**src/rtl/core/sprc_pkg.sv**
```systemverilog
// Package for the subpacket reassembly checker.
// Holds the channel payload types, configuration types and status codes.
// No dependencies.
`timescale 1ns / 1ps

package sprc_pkg;

    // Saturation limit of the byte counter and the byte offset
    localparam logic [15:0] MAX_BYTES = 16'hFFFF;

    // Configuration reset values
    localparam logic [7:0]  SCAN_CODE_RST      = 8'd2;
    localparam logic [15:0] MIN_SCAN_BYTES_RST = 16'd200;

    // Configuration register indexes
    typedef enum logic {
        CFG_SCAN_CODE      = 1'b0,
        CFG_MIN_SCAN_BYTES = 1'b1
    } cfg_index_t;

    // Item kinds carried in func
    typedef enum logic {
        FUNC_HEADER = 1'b0,
        FUNC_BYTE   = 1'b1
    } func_t;

    // Header status codes
    typedef enum logic [2:0] {
        ST_ACCEPTED   = 3'd0,
        ST_BAD_START  = 3'd1,
        ST_CODE_MISM  = 3'd2,
        ST_SEQ_GAP    = 3'd3,
        ST_NOT_HEADER = 3'd4
    } status_t;

    typedef struct packed {
        logic [7:0]  scan_code;
        logic [15:0] min_scan_bytes;
    } cfg_t;

    typedef struct packed {
        logic       func;
        logic [7:0] long_id;
        logic [7:0] data_kind;
        logic [7:0] sub_number;
        logic [7:0] sub_total;
        logic [7:0] payload_len;
        logic [7:0] data_byte;
    } in_item_t;

    typedef struct packed {
        logic [2:0]  header_status;
        logic        byte_valid;
        logic [7:0]  byte_out;
        logic [15:0] byte_offset;
        logic        packet_done;
        logic        scan_ready;
        logic [15:0] total_bytes;
    } out_item_t;

endpackage

```
**src/rtl/core/sprc_engine.sv**
```systemverilog
// Reassembly state and per-item checks of the subpacket reassembly checker.
// Depends on sprc_pkg.
`timescale 1ns / 1ps

module sprc_engine
    import sprc_pkg::*;
(
    input  logic      aclk,
    input  logic      aresetn,
    input  logic      in_accept,
    input  in_item_t  in_data,
    input  cfg_t      cfg,
    output out_item_t res
);

    logic        record_valid_reg, record_valid_next;
    logic [7:0]  stored_id_reg, stored_id_next;
    logic [7:0]  stored_code_reg, stored_code_next;
    logic [7:0]  last_number_reg, last_number_next;
    logic [15:0] byte_count_reg, byte_count_next;
    logic [7:0]  bytes_left_reg, bytes_left_next;
    logic        sub_accepted_reg, sub_accepted_next;
    logic        sub_final_reg, sub_final_next;

    status_t     status;
    logic        new_id;
    logic        seq_ok;
    logic        hdr_final;

    // Header decode
    assign new_id    = !record_valid_reg || (in_data.long_id != stored_id_reg);
    assign seq_ok    = (in_data.sub_number == 8'd0) ||
                       ({1'b0, in_data.sub_number} == ({1'b0, last_number_reg} + 9'd1));
    assign hdr_final = (in_data.sub_total != 8'd0) &&
                       (in_data.sub_number == (in_data.sub_total - 8'd1));

    // Compute the result and the next state for the item on the input
    always_comb begin
        record_valid_next = record_valid_reg;
        stored_id_next    = stored_id_reg;
        stored_code_next  = stored_code_reg;
        last_number_next  = last_number_reg;
        byte_count_next   = byte_count_reg;
        bytes_left_next   = bytes_left_reg;
        sub_accepted_next = sub_accepted_reg;
        sub_final_next    = sub_final_reg;
        status            = ST_NOT_HEADER;
        res               = '0;

        if (in_data.func == FUNC_HEADER) begin
            sub_accepted_next = 1'b0;
            sub_final_next    = 1'b0;
            bytes_left_next   = 8'd0;
            if (new_id) begin
                if (in_data.sub_number != 8'd0) begin
                    record_valid_next = 1'b0;
                    byte_count_next   = 16'd0;
                    status            = ST_BAD_START;
                end else begin
                    record_valid_next = 1'b1;
                    stored_id_next    = in_data.long_id;
                    stored_code_next  = in_data.data_kind;
                    byte_count_next   = 16'd0;
                    status            = ST_ACCEPTED;
                end
            end else if (in_data.data_kind != stored_code_reg) begin
                status = ST_CODE_MISM;
            end else if (!seq_ok) begin
                status = ST_SEQ_GAP;
            end else begin
                status = ST_ACCEPTED;
            end

            // Open the subpacket; an empty one completes at its header
            if (status == ST_ACCEPTED) begin
                last_number_next = in_data.sub_number;
                bytes_left_next  = in_data.payload_len;
                if (in_data.payload_len == 8'd0) begin
                    res.packet_done = hdr_final;
                    res.scan_ready  = hdr_final &&
                                      (stored_code_next == cfg.scan_code) &&
                                      (byte_count_next > cfg.min_scan_bytes);
                end else begin
                    sub_accepted_next = 1'b1;
                    sub_final_next    = hdr_final;
                end
            end
        end else if (sub_accepted_reg && (bytes_left_reg != 8'd0)) begin
            // Pass the byte out and advance the saturating count
            res.byte_valid  = 1'b1;
            res.byte_out    = in_data.data_byte;
            res.byte_offset = byte_count_reg;
            if (byte_count_reg < MAX_BYTES) begin
                byte_count_next = byte_count_reg + 16'd1;
            end
            bytes_left_next = bytes_left_reg - 8'd1;
            if (bytes_left_next == 8'd0) begin
                res.packet_done   = sub_final_reg;
                res.scan_ready    = sub_final_reg &&
                                    (stored_code_reg == cfg.scan_code) &&
                                    (byte_count_next > cfg.min_scan_bytes);
                sub_accepted_next = 1'b0;
                sub_final_next    = 1'b0;
            end
        end

        res.header_status = status;
        res.total_bytes   = byte_count_next;
    end

    // Update the record on every transfer
    always_ff @(posedge aclk) begin
        if (!aresetn) begin
            record_valid_reg <= 1'b0;
            stored_id_reg    <= 8'd0;
            stored_code_reg  <= 8'd0;
            last_number_reg  <= 8'd0;
            byte_count_reg   <= 16'd0;
            bytes_left_reg   <= 8'd0;
            sub_accepted_reg <= 1'b0;
            sub_final_reg    <= 1'b0;
        end else if (in_accept) begin
            record_valid_reg <= record_valid_next;
            stored_id_reg    <= stored_id_next;
            stored_code_reg  <= stored_code_next;
            last_number_reg  <= last_number_next;
            byte_count_reg   <= byte_count_next;
            bytes_left_reg   <= bytes_left_next;
            sub_accepted_reg <= sub_accepted_next;
            sub_final_reg    <= sub_final_next;
        end
    end

    // A scan flag only comes with a completed packet
    a_scan_done: assert property (@(posedge aclk) disable iff (!aresetn)
        in_accept && res.scan_ready |-> res.packet_done)
        else $error("scan_ready without packet_done");

    // An accepted byte never carries a header status
    a_byte_status: assert property (@(posedge aclk) disable iff (!aresetn)
        in_accept && res.byte_valid |-> res.header_status == ST_NOT_HEADER)
        else $error("byte result with header status");

    // A final subpacket is only tracked while a subpacket is open
    a_final_open: assert property (@(posedge aclk) disable iff (!aresetn)
        sub_final_reg |-> sub_accepted_reg && (bytes_left_reg != 8'd0))
        else $error("final flag without open subpacket");

    // A bad start drops the record and clears the count
    a_bad_start: assert property (@(posedge aclk) disable iff (!aresetn)
        in_accept && res.header_status == ST_BAD_START
        |=> !record_valid_reg && (byte_count_reg == 16'd0))
        else $error("bad start left a live record");

endmodule

```
**config.mk**
```make
export PLATFORM = sky130hd
export DESIGN_NAME = sprc_engine
export DESIGN_NICKNAME = d
export VERILOG_FILES = /design/src/rtl/core/sprc_pkg.sv /design/src/rtl/core/sprc_engine.sv
export SDC_FILE = /design/constraint.sdc
export NUM_CORES = 1
export LEC_CHECK = 0
export BUFFER_PORTS_ARGS = -buffer_cell sky130_fd_sc_hd__buf_4
export CAP_MARGIN = 40
export CORE_ASPECT_RATIO = 0.75
export CORE_MARGIN = 5
export CORE_UTILIZATION = 35
export CTS_CLUSTER_DIAMETER = 30
export CTS_CLUSTER_SIZE = 20
export DETAILED_ROUTE_END_ITERATION = 10
export SETUP_SLACK_MARGIN = 0.3
export SYNTH_ARGS = -nofsm -noshare
export SYNTH_HDL_FRONTEND = slang
export SYNTH_SLANG_ARGS = --single-unit
```
**constraint.sdc**
```tcl
create_clock -name aclk -period 6.5 [get_ports aclk]
set_input_delay 0.325 -clock aclk [delete_from_list [all_inputs] [get_ports aclk]]
set_output_delay 0.325 -clock aclk [all_outputs]
set_load 0.005 [all_outputs]
```
==> results of run 1 <==
Yosys cell counts, types with 3 or more instances:
master and instances:
nor4_1 10, and2_1 30, a22oi_1 5, nor2b_1 8, nor3_1 8, nand2_1 83, or2_2 4, dfxtp_1 51
nand2b_1 7, and3_1 5, nor3b_1 4, inv_1 42, nand3_1 23, xor2_1 27, a21oi_1 53, clkbuf_1 20
ha_1 39, o211ai_1 7, xnor2_1 50, a21o_1 4, buf_6 3, nand4_1 21, nor2_1 79, mux2i_1 11
a221oi_1 4, o31ai_1 4, or3_1 3, o21a_1 4, buf_2 5, or4_1 3, a32oi_1 3, a31oi_1 4
o21ai_0 31, and4_1 4, a211oi_1 8
metrics by stage:
stage	area [um^2]	hold WS [ps]	worst slack, ps	power [W]
detailed placement	6180	462	2480	0.000469
CTS	6350	280	2160	0.000787
finish	6350	287	2140	0.000781
floorplan	5120	441	3080	0.000398
global placement	6140	456	2640	0.000468
global route	6350	297	1910	0.000814
how the worst max path moves through the flow:
stage | cells past startpoint | slack, ps | endpoint | startpoint
2_1_floorplan | 16 | 3080 | res[16] | byte_count_reg[5]
3_3_place_gp | 15 | 2640 | res[16] | byte_count_reg[5]
3_5_place_dp | 15 | 2480 | res[16] | byte_count_reg[5]
4_1_cts | 15 | 2160 | res[16] | byte_count_reg[5]
5_1_grt | 15 | 1910 | res[16] | byte_count_reg[5]
6_report | 15 | 2140 | res[16] | byte_count_reg[5]
where the power goes:
| part | internal (W) | total (W) | switching [W] |
|---|---|---|---|
| combinational | 0.0000677 | 0.000144 | 0.0000763 |
| clock | 0.000192 | 0.000318 | 0.000126 |
| sequential | 0.000315 | 0.000319 | 0.00000435 |
worst reg2reg max path: cells and delay by family, from the launching register on:
| kind | cells | cell delay [ps] |
|---|---|---|
| and+or+nand+nor | 3 | 1180 |
| AOI/OAI and AO/OA | 2 | 670 |
| DFF | 1 | 320 |
| buffers and inverters | 1 | 270 |
| muxes | 1 | 190 |
| xor gates and xnor gates | 1 | 180 |
layout make-up:
type	count	area, um^2
fill	1497	8060
multi-input combinational	583	3790
sequential	51	1020
timing repair buffer	126	953
tap	200	250
inverter	44	165
clock buffer	6	139
clock inverter	2	35.0
cell families after synthesis:
kind of cell | Yosys count | share of synthesized area [%]
AOI/OAI and AO/OA | 152 | 19.3
adders and majority gates | 39 | 9.53
DFF | 51 | 19.9
buffers and inverters | 74 | 6.08
muxes | 13 | 2.59
and+or+nand+nor | 302 | 29.4
xor gates and xnor gates | 77 | 13.2
routing by layer:
| layer | vias up | track usage [%] |
|---|---|---|
| met5 | - | 0 |
| met4 | 0 | 2.56 |
| met3 | 14 | 3.11 |
| met2 | 216 | 27.3 |
| met1 | 2492 | 29.5 |
| li1 | 2688 | - |
==> metrics, run 1 <==
status completed; #FFs+latches synth 51; Non-Filler Instances 1012; Gate Count Post-Synth 708; met2 routed WL 6840 um; Worst-path clk slew 80 ps; Post-Route WL 16700 um; Overall Global Routing Usage 18.7%; full die area 17200 um^2; Worst Path Buf+Inv 2; CP startpoint kind flop; VDD IR max 0.0000932 V; core region area 14400 um^2; IO buf count 121; fraction of layout cells with a size suffix above 1 19.0%; WL met1 8330 um; DP HPWL 13100 um; number of max-cap violations 0; Root Driver clkbuf_16; commonest non-fill, non-tap cell in the layout buf_4; Avg WL per Cell 16.5 um; max-slew violation count 0; Seq/Total Area, Yosys 19.9%; Hold Buf Count CTS 0; end of the worst register-to-register path last_number_reg[6]; clk_lat worst skew 300 ps; CP top delay family simple AND/OR/NAND/NOR gates; CTS H-tree lvls 2; Avg Inst Size Synth 7.23 um^2; Post-DRT Antenna Nets 0; Synth async-reset ratio 0%; worst hold path depth 3; predominant post-synthesis flop cell dfxtp_1; CP Data Required Time 6170 ps; Crit-path slowest cell dfxtp_1; Post-synth EDFFs 0; # clock sinks 51; Cell Rows 38; Synth area leader dfxtp_1; Mapped Nets 823; Cells after DPL 1004; WS Path Type flop to primary output; worst min-delay path class input port to flop; fin crit share 67.1%; Reg2Reg Setup Slack 3560 ps; most frequent cells in the layout buf_4 (124), nand2_1 (83), nor2_1 (79); met3 wire length 1420 um; largest net degree at the start of global routing 39; initial antenna violation count 0; post-cts resize count 0; initial core utilization 35.5%; DR DRC count 0; distinct cell type count of the synthesized netlist 67; grt ovf 0; worst reg2reg startpoint stored_id_reg[6]; top post-synthesis cells by area dfxtp_1 (20%), ha_1 (9.5%), xnor2_1 (8.6%); num ports 122; clock buffer depth 2; Slowest Stage Delay on Critical Path 510 ps; # diodes 0; final critical-path required period 4360 ps; Via density 5.35; CTS tree yes; highest routed layer met4; Post-Syn Area 5120 um^2; endpoints failing setup 0; drt first pass iters 5; Slew headroom 38.8%; via count 5410; PD cells 123 nW/um^2; routability cong. 0.958; Slew @ Worst Pin 909 ps; WP data arrival 4040 ps; clk_skew 16.5 ps; CTS Buf Count 5; Final Hold Viols 0; synth warn 0; first-pass GRT wire length 26100 um; nets 926; CP Capture Type primary output; Hold EP bytes_left_reg[0]; DR iter-0 viols 463; Worst Reg-to-Reg Cells 8; Crit Path Max Fanout 9; hold path startpoint in_data[8]; fmax 0.229 GHz; CP cell instances and4_1 -> and4_1 -> nand3_2 -> or3_1 -> mux2i_1 -> inv_1 -> ha_1 -> nor2b_1 -> o21a_1 -> o21a_1 -> o211ai_1 -> a31oi_1 -> o311ai_1 -> o41ai_2 -> buf_4; setup TNS 0 ps; RSZ-0062 raised after global routing no; post-layout util 44.1%; Die Wd 150 um; top-area cell type share of the netlist area 19.9%; vias in the first global route 5006; leak pwr 2.64 nW; Post CTS Setup Buffer Count 0; number of flip-flops in the largest register 16; Die Ht 115 um; area grow syn2layout 24.0%
(Power assumes the default switching activity.)
==> run 2: changes to the inputs <==
clock period = 3.5 ns   (was 6.5 ns; I/O delays follow)
==> metrics, run 2 (synthesis results as in run 1) <==
CP Capture Type primary output; nets 956 (+3.2%); dpl cell area 6360 um^2 (+2.9%); leak pwr 2.78 nW (+5.2%); Post-DRT Antenna Nets 0 (unchanged); largest net degree at the start of global routing 26 (-33%); share of total power in combinational logic 20.8% (+2.4 points); vias in the first global route 5112 (+2.1%); failing checks setup timing; VDD IR max 0.000161 V (+73%); most frequent cells in the layout buf_4 (155), nand2_1 (83), nor2_1 (79); clk_skew 6.90 ps (-9.57 ps); drt first pass iters 5 (unchanged); worst hold path depth 3 (unchanged); CP Data Required Time 3320 ps (-2850 ps); WP data arrival 3370 ps (-670 ps); Hold Buf Count CTS 0 (unchanged); Critical Path End res[16]; setup TNS -43.7 ps (-43.7 ps); Die Ht 115 um (unchanged); fin crit share 101%; fmax 0.282 GHz; Crit Path Max Fanout 5 (-4); Slew @ Worst Pin 843 ps (-65.2 ps); # diodes 0 (unchanged); Clk network pwr share 35.1% (-5.6 points); CTS H-tree lvls 2 (unchanged); PD cells 203 nW/um^2 (+65%); initial core utilization 35.5% (unchanged); switching power of the nets 0.000365 W (+76%); Reg2Reg Setup Slack 1050 ps (-2510 ps); IO buf count 121 (unchanged); num ports 122 (unchanged); initial antenna violation count 0 (unchanged); worst reg2reg startpoint bytes_left_reg[2]; number of max-cap violations 0 (unchanged); RSZ-0062 raised after global routing yes; Final Instance Area 6620 um^2 (+4.2%); Slowest Stage Delay on Critical Path 360 ps (-150 ps); P_int 0.000975 W (+70%); max-slew violation count 0 (unchanged); Root Driver clkbuf_16; clk_lat worst skew 290 ps (about the same); grt ovf 0 (unchanged); Worst-path clk slew 70 ps (about the same); first-pass GRT wire length 26200 um (+0.24%); Slew headroom 43.2% (+4.4 points); DP HPWL 13300 um (+2.0%); Die Wd 150 um (unchanged); end of the worst register-to-register path byte_count_reg[4]; worst min-delay path class input port to flop; Worst Reg-to-Reg Cells 8 (unchanged); endpoints failing setup 1 (+1); DR DRC count 0 (unchanged); commonest non-fill, non-tap cell in the layout buf_4; Post-Route WL 16700 um (+0.19%); routability cong. 0.942 (-1.6%); Avg WL per Cell 16.1 um (-2.5%); Final Hold Viols 0 (unchanged); switch share 27.2% (+0.75 points); number of flip-flops in the largest register 16 (unchanged); via count 5466 (+1.0%); CTS tree yes; Overall Global Routing Usage 18.9% (+0.16 points); register share of total power 44.1% (+3.3 points); area grow syn2layout 29.2%; Via density 5.26 (-1.7%); CP cell instances and4_4 -> and4_4 -> nand3_4 -> or3_4 -> mux2i_2 -> inv_1 -> ha_4 -> nor2b_4 -> o21a_1 -> o21a_1 -> o211ai_1 -> a31oi_1 -> o311ai_1 -> o41ai_2 -> buf_4; Cell Rows 38 (unchanged); crit path from byte_count_reg[4]; DR iter-0 viols 358 (-23%); WS Path Type flop to primary output; fillcell total 1498 (+0.067%); fraction of layout cells with a size suffix above 1 23.6% (+4.6 points); Crit-path slowest cell or3_4; CP startpoint kind flop; # clock sinks 51 (unchanged); final critical-path required period 3540 ps; clock buffer depth 2 (unchanged); CTS Buf Count 5 (unchanged); full die area 17200 um^2 (unchanged); final worst slack -43.7 ps (-2180 ps); core region area 14400 um^2 (unchanged); status finished, violations left
-- run 2: changes by cell type in the layout (fill, tap and decap cells not counted), moves of 2 or more --
cell     before  now
and4_1        4    2
and4_4        0    2
buf_4       124  155
dfxtp_1      51   48
dfxtp_2       0    3
nor4_1       10    8
nor4_2        0    2
-- run 2: what timing repair did --
action	in CTS	in global routing
endpoints found under the setup margin	1	1
setup buffers	4	2
resized for setup	6	11
pin swaps	4	4
-- run 2: stage by stage --
stage | worst slack, ps | std cells | utilization [%] | hold slack (ps) | total power [W]
CTS | -102 | 1038 | 45.4 | 123 | 0.00136
global route | -140 | 1040 | 45.9 | 146 | 0.00141
global placement | 113 | 1027 | 44.1 | 432 | 0.000872
floorplan | 279 | 708 | - | 309 | 0.000740
finish | -43.7 | 1040 | 45.9 | 135 | 0.00134
detailed placement | 52.3 | 1028 | 44.1 | 433 | 0.000873
-- run 2: worst min-delay path by stage --
stage | startpoint | to | slack [ps]
CTS | in_data[8] | bytes_left_reg[0] | 120
detailed placement | in_data[11] | bytes_left_reg[3] | 430
finish | in_data[8] | bytes_left_reg[0] | 140
floorplan | in_data[15] | bytes_left_reg[7] | 310
global placement | in_data[8] | bytes_left_reg[0] | 430
global route | in_data[41] | stored_id_reg[1] | 150
-- run 2: worst max-delay path, delay by kind of cell, from the launching register on --
| family | cells | cell delay, ps |
|---|---|---|
| flops | 1 | 330 |
| simple gates | 5 | 1050 |
| buf+inv | 2 | 260 |
| compound gates | 6 | 1030 |
| fa+ha+maj | 1 | 220 |
| mux | 1 | 200 |
-- run 2: cell type report --
cell class                      count  area [um^2]  share of cell area (%)
Timing Repair Buffer              156         1170                    17.8
Inverter                           44          165                    2.50
Sequential cell                    51         1020                    15.5
Clock inverter                      1         7.51                   0.113
Tap cell                          200          250                    3.78
Clock buffer                        5          125                    1.89
Multi-Input combinational cell    583         3870                    58.5
-- run 2: power groups by stage --
stage | logic [W] | registers (W) | clock network, W
after global routing | 0.000309 | 0.000591 | 0.000508
after global placement | 0.000268 | 0.000604 | 0
after detailed placement | 0.000269 | 0.000604 | 0
final | 0.000279 | 0.000591 | 0.000470
after CTS | 0.000272 | 0.000591 | 0.000492
after floorplan | 0.000136 | 0.000603 | 0
-- run 2: metal layers --
metal / GRT usage (%) / vias up / share of wire, %
met5: 0 / - / 0
met4: 4.14 / 0 / 1.3
met3: 3.51 / 22 / 6.9
met2: 27.8 / 174 / 41
met1: 28.7 / 2533 / 51
li1: - / 2737 / -
